<file path="src/hw/rtl/bmp_pixel_stream_decoder_assert.svh">
// Assertion macros for the BMP pixel stream decoder.
// Each macro expects clk and rst_n in the scope where it is used.
`ifndef BMP_PIXEL_STREAM_DECODER_ASSERT_SVH
`define BMP_PIXEL_STREAM_DECODER_ASSERT_SVH

// Consequence must hold in the same cycle as the antecedent.
`define BMPD_ASSERT_NOW(label, ante, cons, msg) \
  label: assert property (@(posedge clk) disable iff (!rst_n) (ante) |-> (cons)) \
    else $error(msg);

// Consequence must hold in the cycle after the antecedent.
`define BMPD_ASSERT_NEXT(label, ante, cons, msg) \
  label: assert property (@(posedge clk) disable iff (!rst_n) (ante) |=> (cons)) \
    else $error(msg);

`endif

</file>
<file path="src/hw/rtl/bmpd_pkg.sv">
// Shared types and constants for the BMP pixel stream decoder.
// No dependencies.
`default_nettype none

package bmpd_pkg;

  localparam int PIX_W   = 12;
  localparam int COLOR_W = 24;

  localparam logic [15:0] BMP_SIGNATURE = 16'h4D42;
  localparam logic [15:0] DEPTH_24      = 16'd24;
  localparam logic [15:0] DEPTH_32      = 16'd32;

  // Byte positions of the packed header fields
  localparam int SIG_POS    = 0;
  localparam int OFFSET_POS = 10;
  localparam int WIDTH_POS  = 18;
  localparam int HEIGHT_POS = 22;
  localparam int DEPTH_POS  = 28;
  localparam int CHECK_POS  = 29;
  localparam int HEADER_END = 54;

  typedef enum logic [1:0] {
    PH_HEADER,
    PH_SKIP,
    PH_PIXELS,
    PH_DONE
  } phase_t;

  typedef enum logic [2:0] {
    ST_PIXEL      = 3'd0,
    ST_BAD_SIG    = 3'd1,
    ST_BAD_DEPTH  = 3'd2,
    ST_BAD_SIZE   = 3'd3,
    ST_BAD_OFFSET = 3'd4
  } status_t;

  typedef struct packed {
    logic [7:0] data_byte;
    logic       start_of_file;
  } in_item_t;

  typedef struct packed {
    logic [PIX_W-1:0]   pixel_x;
    logic [PIX_W-1:0]   pixel_y;
    logic [COLOR_W-1:0] pixel_color;
    status_t            status;
    logic               last_pixel;
  } result_t;

endpackage

`default_nettype wire

</file>
<file path="src/hw/rtl/bmpd_if.sv">
// Valid/ready channel interfaces for the byte input and the pixel result.
// Depends on bmpd_pkg.
`default_nettype none

interface bmpd_in_if import bmpd_pkg::*; ();
  logic       valid;
  logic       ready;
  logic [7:0] data_byte;
  logic       start_of_file;

  modport source(output valid, output data_byte, output start_of_file, input ready);
  modport sink(input valid, input data_byte, input start_of_file, output ready);
endinterface

interface bmpd_out_if import bmpd_pkg::*; ();
  logic               valid;
  logic               ready;
  logic [PIX_W-1:0]   pixel_x;
  logic [PIX_W-1:0]   pixel_y;
  logic [COLOR_W-1:0] pixel_color;
  logic [2:0]         status;
  logic               last_pixel;

  modport source(output valid, output pixel_x, output pixel_y, output pixel_color,
                 output status, output last_pixel, input ready);
  modport sink(input valid, input pixel_x, input pixel_y, input pixel_color,
               input status, input last_pixel, output ready);
endinterface

`default_nettype wire

</file>
<file path="src/hw/rtl/bmpd_in_stage.sv">
// Input register of the decoder: holds one byte request until the core takes it.
// Depends on bmpd_pkg and bmpd_if.
`default_nettype none

module bmpd_in_stage import bmpd_pkg::*; (
  input  logic      clk,
  input  logic      rst_n,
  bmpd_in_if.sink   in_if,
  input  logic      take_i,
  output logic      fire_o,
  output in_item_t  item_o
);

  logic     valid_r;
  in_item_t item_r;
  logic     accept;

  assign in_if.ready = !valid_r || take_i;
  assign accept      = in_if.valid && in_if.ready;
  assign fire_o      = valid_r && take_i;
  assign item_o      = item_r;

  always_ff @(posedge clk) begin
    if (!rst_n) begin
      valid_r <= 1'b0;
    end else if (accept) begin
      valid_r <= 1'b1;
    end else if (take_i) begin
      valid_r <= 1'b0;
    end
  end

  always_ff @(posedge clk) begin
    if (accept) begin
      item_r.data_byte     <= in_if.data_byte;
      item_r.start_of_file <= in_if.start_of_file;
    end
  end

endmodule

`default_nettype wire

</file>
<file path="src/hw/rtl/bmpd_core.sv">
// Header parser and pixel unpacker: one byte per cycle while fire_i is high, parse state in registers.
// Depends on bmpd_pkg and bmp_pixel_stream_decoder_assert.svh.
`default_nettype none
`include "bmp_pixel_stream_decoder_assert.svh"

module bmpd_core import bmpd_pkg::*; #(
  parameter int MAX_WIDTH  = 4096,
  parameter int MAX_HEIGHT = 4096
) (
  input  logic     clk,
  input  logic     rst_n,
  input  logic     fire_i,
  input  in_item_t item_i,
  output logic     res_valid_o,
  output result_t  res_o
);

  localparam int CW = $clog2(MAX_WIDTH + 1);
  localparam int RW = $clog2(MAX_HEIGHT + 1);

  phase_t          phase_r, phase_nxt, cur_phase;
  logic [31:0]     pos_r, pos_nxt, cur_pos;
  logic [15:0]     sig_r, sig_nxt, cur_sig;
  logic [31:0]     offset_r, offset_nxt, cur_offset;
  logic [31:0]     width_r, width_nxt, cur_width;
  logic [31:0]     height_r, height_nxt, cur_height;
  logic [15:0]     depth_r, depth_nxt, cur_depth;
  logic [CW-1:0]   column_r, column_nxt, cur_column;
  logic [RW-1:0]   row_r, row_nxt, cur_row;
  logic [RW-1:0]   habs_r, habs_nxt, cur_habs;
  logic [1:0]      pb_r, pb_nxt, cur_pb;
  logic [7:0]      blue_r, blue_nxt, cur_blue;
  logic [7:0]      green_r, green_nxt, cur_green;
  logic [1:0]      pad_r, pad_nxt, cur_pad;

  logic            sof;
  logic [7:0]      b;
  logic [1:0]      lane;
  logic            at_check;
  logic [15:0]     depth_full;
  logic [31:0]     habs32;
  status_t         chk;
  logic            check_fail;
  logic            skip_done;
  logic            pix_step;
  logic            bpp4;
  logic            emit;
  logic            last;
  logic            adv_pixel;
  logic [CW-1:0]   col_inc;
  logic [RW-1:0]   row_inc;

  // A start mark clears all state before the byte is taken
  assign sof        = item_i.start_of_file;
  assign b          = item_i.data_byte;
  assign cur_phase  = sof ? PH_HEADER : phase_r;
  assign cur_pos    = sof ? '0 : pos_r;
  assign cur_sig    = sof ? '0 : sig_r;
  assign cur_offset = sof ? '0 : offset_r;
  assign cur_width  = sof ? '0 : width_r;
  assign cur_height = sof ? '0 : height_r;
  assign cur_depth  = sof ? '0 : depth_r;
  assign cur_column = sof ? '0 : column_r;
  assign cur_row    = sof ? '0 : row_r;
  assign cur_habs   = sof ? '0 : habs_r;
  assign cur_pb     = sof ? '0 : pb_r;
  assign cur_blue   = sof ? '0 : blue_r;
  assign cur_green  = sof ? '0 : green_r;
  assign cur_pad    = sof ? '0 : pad_r;

  // 32-bit fields start at a position with low bits 2'b10
  assign lane       = 2'(cur_pos[1:0] - 2'd2);
  assign at_check   = (cur_phase == PH_HEADER) && (cur_pos == 32'(CHECK_POS));
  assign depth_full = {b, cur_depth[7:0]};
  assign habs32     = cur_height[31] ? (~cur_height + 32'd1) : cur_height;

  always_comb begin
    chk = ST_PIXEL;
    if (cur_sig != BMP_SIGNATURE) begin
      chk = ST_BAD_SIG;
    end else if (depth_full != DEPTH_24 && depth_full != DEPTH_32) begin
      chk = ST_BAD_DEPTH;
    end else if (cur_width == '0 || cur_width > 32'(MAX_WIDTH) ||
                 habs32 == '0 || habs32 > 32'(MAX_HEIGHT)) begin
      chk = ST_BAD_SIZE;
    end else if (cur_offset < 32'(HEADER_END)) begin
      chk = ST_BAD_OFFSET;
    end
  end

  assign check_fail = at_check && (chk != ST_PIXEL);
  assign skip_done  = (cur_phase == PH_SKIP) && (32'(cur_pos + 32'd1) >= cur_offset);

  assign pix_step  = (cur_phase == PH_PIXELS) && (cur_pad == 2'd0);
  assign bpp4      = (cur_depth == DEPTH_32);
  assign col_inc   = CW'(cur_column + CW'(1));
  assign row_inc   = RW'(cur_row + RW'(1));
  assign emit      = pix_step && (cur_pb == 2'd2);
  assign last      = emit && (col_inc == cur_width[CW-1:0]) && (row_inc == cur_habs);
  assign adv_pixel = pix_step && ((cur_pb == 2'd3) || (cur_pb == 2'd2 && !bpp4));

  // Next phase
  always_comb begin
    phase_nxt = cur_phase;
    case (cur_phase)
      PH_HEADER: begin
        if (at_check) begin
          phase_nxt = check_fail ? PH_DONE : PH_SKIP;
        end
      end
      PH_SKIP: begin
        if (skip_done) begin
          phase_nxt = PH_PIXELS;
        end
      end
      PH_PIXELS: begin
        if (last) begin
          phase_nxt = PH_DONE;
        end
      end
      PH_DONE: begin
        phase_nxt = PH_DONE;
      end
      default: begin
        phase_nxt = PH_HEADER;
      end
    endcase
  end

  // Field capture and pixel counters
  always_comb begin
    pos_nxt    = (cur_pos == '1) ? cur_pos : 32'(cur_pos + 32'd1);
    sig_nxt    = cur_sig;
    offset_nxt = cur_offset;
    width_nxt  = cur_width;
    height_nxt = cur_height;
    depth_nxt  = cur_depth;
    column_nxt = cur_column;
    row_nxt    = cur_row;
    habs_nxt   = cur_habs;
    pb_nxt     = cur_pb;
    blue_nxt   = cur_blue;
    green_nxt  = cur_green;
    pad_nxt    = cur_pad;

    if (cur_phase == PH_HEADER) begin
      if (cur_pos inside {[SIG_POS:SIG_POS+1]}) begin
        sig_nxt[cur_pos[0]*8 +: 8] = b;
      end else if (cur_pos inside {[OFFSET_POS:OFFSET_POS+3]}) begin
        offset_nxt[lane*8 +: 8] = b;
      end else if (cur_pos inside {[WIDTH_POS:WIDTH_POS+3]}) begin
        width_nxt[lane*8 +: 8] = b;
      end else if (cur_pos inside {[HEIGHT_POS:HEIGHT_POS+3]}) begin
        height_nxt[lane*8 +: 8] = b;
      end else if (cur_pos inside {[DEPTH_POS:DEPTH_POS+1]}) begin
        depth_nxt[cur_pos[0]*8 +: 8] = b;
      end
      if (at_check) begin
        habs_nxt = RW'(habs32);
      end
    end

    if (cur_phase == PH_PIXELS) begin
      if (cur_pad != 2'd0) begin
        pad_nxt = 2'(cur_pad - 2'd1);
      end else begin
        case (cur_pb)
          2'd0: begin
            blue_nxt = b;
            pb_nxt   = 2'd1;
          end
          2'd1: begin
            green_nxt = b;
            pb_nxt    = 2'd2;
          end
          default: begin
            if (!last) begin
              if (adv_pixel) begin
                pb_nxt     = 2'd0;
                column_nxt = col_inc;
                if (col_inc >= cur_width[CW-1:0]) begin
                  column_nxt = '0;
                  row_nxt    = row_inc;
                  // 24-bit rows pad by width mod 4 bytes, 32-bit rows never pad
                  pad_nxt    = bpp4 ? 2'd0 : cur_width[1:0];
                end
              end else begin
                pb_nxt = 2'(cur_pb + 2'd1);
              end
            end
          end
        endcase
      end
    end
  end

  // Result
  always_comb begin
    res_o.pixel_x     = PIX_W'(cur_column);
    res_o.pixel_y     = cur_height[31] ? PIX_W'(cur_row)
                                       : PIX_W'(RW'(cur_habs - RW'(1) - cur_row));
    res_o.pixel_color = {b, cur_green, cur_blue};
    res_o.status      = ST_PIXEL;
    res_o.last_pixel  = last;
    if (check_fail) begin
      res_o.pixel_x     = '0;
      res_o.pixel_y     = '0;
      res_o.pixel_color = '0;
      res_o.status      = chk;
      res_o.last_pixel  = 1'b0;
    end
  end

  assign res_valid_o = fire_i && (check_fail || emit);

  always_ff @(posedge clk) begin
    if (!rst_n) begin
      phase_r  <= PH_HEADER;
      pos_r    <= '0;
      sig_r    <= '0;
      offset_r <= '0;
      width_r  <= '0;
      height_r <= '0;
      depth_r  <= '0;
      column_r <= '0;
      row_r    <= '0;
      habs_r   <= '0;
      pb_r     <= '0;
      blue_r   <= '0;
      green_r  <= '0;
      pad_r    <= '0;
    end else if (fire_i) begin
      phase_r  <= phase_nxt;
      pos_r    <= pos_nxt;
      sig_r    <= sig_nxt;
      offset_r <= offset_nxt;
      width_r  <= width_nxt;
      height_r <= height_nxt;
      depth_r  <= depth_nxt;
      column_r <= column_nxt;
      row_r    <= row_nxt;
      habs_r   <= habs_nxt;
      pb_r     <= pb_nxt;
      blue_r   <= blue_nxt;
      green_r  <= green_nxt;
      pad_r    <= pad_nxt;
    end
  end

  `BMPD_ASSERT_NEXT(a_last_ends_image, res_valid_o && res_o.last_pixel, phase_r == PH_DONE, "last pixel did not end the image")
  `BMPD_ASSERT_NEXT(a_error_ends_file, res_valid_o && res_o.status != ST_PIXEL, phase_r == PH_DONE, "error did not stop parsing")
  `BMPD_ASSERT_NOW(a_error_payload_zero, res_valid_o && res_o.status != ST_PIXEL, res_o.pixel_x == '0 && res_o.pixel_y == '0 && res_o.pixel_color == '0 && !res_o.last_pixel, "error request carries nonzero payload")
  `BMPD_ASSERT_NOW(a_position_in_image, phase_r == PH_PIXELS, column_r < width_r[CW-1:0] && row_r < habs_r, "pixel position outside image")

endmodule

`default_nettype wire

</file>
<file path="src/hw/rtl/bmpd_out_stage.sv">
// Result register of the decoder: holds one result request until the sink takes it.
// Depends on bmpd_pkg and bmpd_if.
`default_nettype none

module bmpd_out_stage import bmpd_pkg::*; (
  input  logic       clk,
  input  logic       rst_n,
  input  logic       res_valid_i,
  input  result_t    res_i,
  output logic       take_o,
  bmpd_out_if.source out_if
);

  logic    valid_r;
  result_t res_r;

  // Advance when the slot is empty or being drained this cycle
  assign take_o = !valid_r || out_if.ready;

  always_ff @(posedge clk) begin
    if (!rst_n) begin
      valid_r <= 1'b0;
    end else if (take_o) begin
      valid_r <= res_valid_i;
    end
  end

  always_ff @(posedge clk) begin
    if (take_o && res_valid_i) begin
      res_r <= res_i;
    end
  end

  assign out_if.valid       = valid_r;
  assign out_if.pixel_x     = res_r.pixel_x;
  assign out_if.pixel_y     = res_r.pixel_y;
  assign out_if.pixel_color = res_r.pixel_color;
  assign out_if.status      = res_r.status;
  assign out_if.last_pixel  = res_r.last_pixel;

endmodule

`default_nettype wire

</file>
<file path="src/hw/rtl/bmp_pixel_stream_decoder.sv">
// BMP pixel stream decoder, top level: input register, parser core, result register.
// A byte is held in the input register, decoded by the core, and its result held in the result register.
// Throughput: one byte per cycle; while a result waits, the core holds and the input
// register takes at most one more byte.
// Reset (rst_n low, synchronous) empties both registers and returns the parser to byte 0.
// Depends on bmpd_pkg, bmpd_if, bmpd_in_stage, bmpd_core and bmpd_out_stage.
`default_nettype none

module bmp_pixel_stream_decoder import bmpd_pkg::*; #(
  parameter int MAX_WIDTH  = 4096,
  parameter int MAX_HEIGHT = 4096
) (
  input  logic       clk,
  input  logic       rst_n,
  bmpd_in_if.sink    in_if,
  bmpd_out_if.source out_if
);

  logic     take;
  logic     fire;
  in_item_t item;
  logic     res_valid;
  result_t  res;

  bmpd_in_stage u_in_stage (
    .clk    (clk),
    .rst_n  (rst_n),
    .in_if  (in_if),
    .take_i (take),
    .fire_o (fire),
    .item_o (item)
  );

  bmpd_core #(
    .MAX_WIDTH  (MAX_WIDTH),
    .MAX_HEIGHT (MAX_HEIGHT)
  ) u_core (
    .clk         (clk),
    .rst_n       (rst_n),
    .fire_i      (fire),
    .item_i      (item),
    .res_valid_o (res_valid),
    .res_o       (res)
  );

  bmpd_out_stage u_out_stage (
    .clk         (clk),
    .rst_n       (rst_n),
    .res_valid_i (res_valid),
    .res_i       (res),
    .take_o      (take),
    .out_if      (out_if)
  );

endmodule

`default_nettype wire
</file>
<file path="src/flat_wrapper.sv">
// flat-port wrapper written by rule: the top's interface ports become plain ports
module bmp_pixel_stream_decoder_flat import bmpd_pkg::*;
#(
  parameter int MAX_WIDTH  = 4096,
  parameter int MAX_HEIGHT = 4096
)
  (clk, rst_n, in_if_valid, in_if_data_byte, in_if_start_of_file, in_if_ready, out_if_valid, out_if_pixel_x, out_if_pixel_y, out_if_pixel_color, out_if_status, out_if_last_pixel, out_if_ready);
  bmpd_in_if in_if_i ();
  bmpd_out_if out_if_i ();
  input  logic clk;
  input  logic rst_n;
  input wire logic [$bits(in_if_i.valid)-1:0] in_if_valid;
  input wire logic [$bits(in_if_i.data_byte)-1:0] in_if_data_byte;
  input wire logic [$bits(in_if_i.start_of_file)-1:0] in_if_start_of_file;
  output wire logic [$bits(in_if_i.ready)-1:0] in_if_ready;
  output wire logic [$bits(out_if_i.valid)-1:0] out_if_valid;
  output wire logic [$bits(out_if_i.pixel_x)-1:0] out_if_pixel_x;
  output wire logic [$bits(out_if_i.pixel_y)-1:0] out_if_pixel_y;
  output wire logic [$bits(out_if_i.pixel_color)-1:0] out_if_pixel_color;
  output wire logic [$bits(out_if_i.status)-1:0] out_if_status;
  output wire logic [$bits(out_if_i.last_pixel)-1:0] out_if_last_pixel;
  input wire logic [$bits(out_if_i.ready)-1:0] out_if_ready;
  assign in_if_i.valid = in_if_valid;
  assign in_if_i.data_byte = in_if_data_byte;
  assign in_if_i.start_of_file = in_if_start_of_file;
  assign in_if_ready = in_if_i.ready;
  assign out_if_valid = out_if_i.valid;
  assign out_if_pixel_x = out_if_i.pixel_x;
  assign out_if_pixel_y = out_if_i.pixel_y;
  assign out_if_pixel_color = out_if_i.pixel_color;
  assign out_if_status = out_if_i.status;
  assign out_if_last_pixel = out_if_i.last_pixel;
  assign out_if_i.ready = out_if_ready;
  bmp_pixel_stream_decoder #(.MAX_WIDTH(MAX_WIDTH), .MAX_HEIGHT(MAX_HEIGHT)) u_core (.clk(clk), .rst_n(rst_n), .in_if(in_if_i), .out_if(out_if_i));
endmodule
</file>
<file path="config.mk">
export PLATFORM = sky130hd
export DESIGN_NAME = bmp_pixel_stream_decoder_flat
export DESIGN_NICKNAME = d
export VERILOG_FILES = /design/src/hw/rtl/bmpd_pkg.sv /design/src/hw/rtl/bmpd_if.sv /design/src/hw/rtl/bmpd_in_stage.sv /design/src/hw/rtl/bmpd_core.sv /design/src/hw/rtl/bmpd_out_stage.sv /design/src/hw/rtl/bmp_pixel_stream_decoder.sv /design/src/flat_wrapper.sv
export VERILOG_INCLUDE_DIRS = /design/src /design/src/hw/rtl
export SDC_FILE = /design/constraint.sdc
export NUM_CORES = 1
export LEC_CHECK = 0
export BUFFER_PORTS_ARGS = -buffer_cell sky130_fd_sc_hd__buf_2
export CORE_MARGIN = 10
export CORE_UTILIZATION = 52
export CTS_CLUSTER_SIZE = 28
export DETAILED_ROUTE_END_ITERATION = 7
export PLACE_DENSITY_LB_ADDON = 0.12
export RECOVER_POWER = 100
export SLEW_MARGIN = 20
export SYNTH_ARGS = -nofsm -noshare
export SYNTH_HDL_FRONTEND = slang
export SYNTH_SLANG_ARGS = --single-unit
</file>
<file path="constraint.sdc">
create_clock -name clk -period 19 [get_ports clk]
set_input_delay 3.8 -clock clk [delete_from_list [all_inputs] [get_ports clk]]
set_output_delay 3.8 -clock clk [all_outputs]
set_load 0.02 [all_outputs]
</file>
==> impl_metrics.py <==
metrics = {
    "cts": {
        "clockBufferDepth": 3,
        "cts_tree": "done",
        "clk_pin_slew_ns": 0.06,
        "h-tree-depth": 2,
        "clk_latency_ns": 0.52,
        "clock-root-buffer": "clkbuf_16",
        "clock_sinks": 284,
        "cts_resized": 0,
        "ctsHoldBuffers": 0,
        "numCtsBuffers": 34,
        "postCtsSetupBuffers": 0,
    },
    "setup_path": {
        "crit_fanout": 92,
        "endpoint_kind": "flop",
        "start_kind": "input pin",
        "timing.rr.end": "u_core.u_out_stage.out_if.pixel_x[9]$_SDFFCE_PP0P_",
        "r2r-start": "u_core.u_in_stage.item_o[0]$_DFFE_PP_",
        "critPathCapture": "u_core.u_core.height_r[30]$_SDFFE_PN0P_",
        "timing.setup.critical_path_class": "input pin to flop",
        "crit_arrival_ns": 12.12,
        "worstRegToRegCells": 14,
        "cp.required_ns": 19.46,
        "startpoint": "rst_n",
        "reg2reg_slack_ns": 8.53,
    },
    "power_and_ir_drop": {
        "total_power_mw": 1.391,
        "p_per_area_nw_per_um2": 78.21,
        "p_leak_nw": 6.493,
        "peakVddDrop_v": 0.00006166,
    },
    "sta": {
        "rsz0062_at_grt": "false",
        "holdWs_ns": 0.4588,
        "finalCritPeriodShare": 0.6137,
        "relSlewSlack": -1.783,
        "max_freq_ghz": 0.08576,
        "setup_violations": 0,
        "clock_skew_ns": 0.02291,
        "setup_tns_ns": 0,
        "min_period_ns": 11.66,
        "worstMarginPinSlew_ns": 4.174,
        "report.final.slew_viol_count": 423,
        "timing_hold_violations_final": 0,
    },
    "grt": {
        "grt_max_degree": 98,
        "grt-ovfl-total": 0,
        "grt_usage": 0.2546,
        "grt_pass1_wl_um": 80230,
        "antenna_found_initial": 0,
        "grt_pass1_vias": 14234,
    },
    "routing": {
        "ant_nets": 0,
        "remaining_drc_errors": 0,
        "dr.pass1.iters": 5,
        "wl_per_cell_um": 22.05,
        "routed_via_density": 6.492,
        "detail_route.wirelength_um": 50890,
        "vias": 14984,
        "initialDrtViolationCount": 1552,
    },
    "floorplanning": {
        "initial_core_util": 0.5286,
        "core_area_um2": 30750,
        "die_area_um2": 38730,
        "die-height_um": 196.8,
        "placementRows": 64,
        "io_pins": 67,
        "die_x_um": 196.8,
    },
    "synthesis": {
        "netlist_instances": 1893,
        "async_reset_ff_frac": 0,
        "ys_seq_area_frac": 0.3873,
        "yosysWarnings": 0,
        "synth_seq_cells": 284,
        "synth.area.top_cells": "dfxtp_1, edfxtp_1, nor2_1",
        "netlist.area_leader.share": 0.2747,
        "synth_edf_count": 61,
        "synthTopCellsByCount": "nor2_1, dfxtp_1, nand2_1",
        "ys_types": 89,
        "ys.flop_type": "dfxtp_1",
        "mappedNetlistNets": 1976,
        "synth_most_common_cell": "nor2_1",
        "synth_area_um2": 16250,
        "syn_area_per_cell_um2": 8.587,
        "yosysTopAreaCell": "dfxtp_1",
    },
    "place": {
        "port_buffers": 66,
        "postPlaceCellArea_um2": 16780,
        "dp_hpwl_um": 35300,
        "place.gp.congestion": 0.9310,
        "placed_cells": 2246,
    },
    "cells_and_area": {
        "nets": 1969,
        "ff_latch_area_um2": 6296,
        "fin_area_um2": 17790,
        "syn_to_final_growth_pct": 9.445,
        "stdcell_count": 2308,
        "drive_above_1_share": 0.07061,
        "n_antenna_cell": 0,
        "multiInputGateArea_um2": 9269,
        "fill_cells": 2869,
    },
    "job": {
        "drv_cap": 8,
    },
    "status": {
        "outcome": "finished, violations left",
        "violations": "max-capacitance violations, max-slew violations",
    },
    "worst_hold_path": {
        "hold_path_class": "flop to flop",
    },
}
==> cell usage in the layout, fill, tap and decap left out, types with 35 or more instances in the layout <==
| master | instances |
|---|---|
| nor2_1 | 237 |
| dfxtp_1 | 223 |
| nand2_1 | 177 |
| clkbuf_1 | 71 |
| ha_1 | 69 |
| o21ai_0 | 66 |
| a21oi_1 | 64 |
| edfxtp_1 | 61 |
| and3_1 | 57 |
| a22oi_1 | 57 |
| a32oi_1 | 54 |
| nand3_1 | 50 |
| inv_1 | 42 |
| nor2b_1 | 38 |
| xnor2_1 | 38 |
| nor4_1 | 38 |
| clkbuf_16 | 37 |
| nor3_1 | 35 |
==> stage by stage <==
stage            util  worst slack (ns)
4_1_cts        0.5825             10.67
6_report       0.5785             7.340
2_1_floorplan       -             10.34
5_1_grt        0.5785             6.768
3_5_place_dp   0.5456             10.68
3_3_place_gp   0.5456             10.68
==> worst min path at each step <==
stage,startpoint,to,slack (ns),cells past startpoint
2_1_floorplan,u_core.u_core.depth_r[15]$_SDFFE_PN0P_,u_core.u_core.depth_r[15]$_SDFFE_PN0P_,0.43,1
3_3_place_gp,u_core.u_core.depth_r[7]$_SDFFE_PN0P_,u_core.u_core.depth_r[7]$_SDFFE_PN0P_,0.44,2
4_1_cts,u_core.u_core.depth_r[2]$_SDFFE_PN0P_,u_core.u_core.depth_r[2]$_SDFFE_PN0P_,0.46,2
6_report,u_core.u_core.depth_r[11]$_SDFFE_PN0P_,u_core.u_core.depth_r[11]$_SDFFE_PN0P_,0.46,1
5_1_grt,u_core.u_core.depth_r[2]$_SDFFE_PN0P_,u_core.u_core.depth_r[2]$_SDFFE_PN0P_,0.47,2
3_5_place_dp,u_core.u_core.depth_r[7]$_SDFFE_PN0P_,u_core.u_core.depth_r[7]$_SDFFE_PN0P_,0.44,2
==> cell families after synthesis <==
kind of cell,after synthesis,synth area share
flops,284,0.3873
compound gates,475,0.2208
buf+inv,178,0.04380
xor+xnor,68,0.03664
simple gates,803,0.2476
fa+ha+maj,70,0.05435
mux,15,0.009545
==> power by group <==
group	switching [mW]	total (mW)	internal, mW
sequential	0.0126	0.633	0.621
clock	0.260	0.664	0.403
combinational	0.0668	0.0944	0.0276
total	0.340	1.39	1.05
==> per-layer routing <==
| metal | up-vias | track usage | part of all wire |
|---|---|---|---|
| met4 | 0 | 0.09741 | 0.033 |
| met1 | 7237 | 0.3332 | 0.43 |
| met3 | 107 | 0.04855 | 0.076 |
| met2 | 584 | 0.4084 | 0.46 |
| li1 | 7056 | - | - |
| met5 | - | 0 | 0 |
==> worst max-delay path: stages <==
cell        delay (ns)
buf_2             0.08
clkbuf_1          2.11
clkinvlp_2        2.60
clkbuf_1          1.86
a21oi_1           1.38
a22o_1            0.26
==> cell type report <==
cell class              instances  area share
repair buffers                 91     0.02391
flip-flops and latches        284      0.3539
clock buffers                  46     0.05507
inverters                      44    0.009425
well taps                     396     0.02785
multi-input cells            1431      0.5210
clock inverters                16    0.008792
==> flip-flops by register name (all words and copies together) (netlist names), 16 cells and up <==
signal,cells
u_core.u_core.pos_r,32
u_core.u_core.sig_r,16
u_core.u_core.depth_r,16
u_core.u_out_stage.out_if.pixel_color,24
u_core.u_core.width_r,32
u_core.u_core.offset_r,32
u_core.u_core.height_r,32
(Power assumes the default switching activity.)
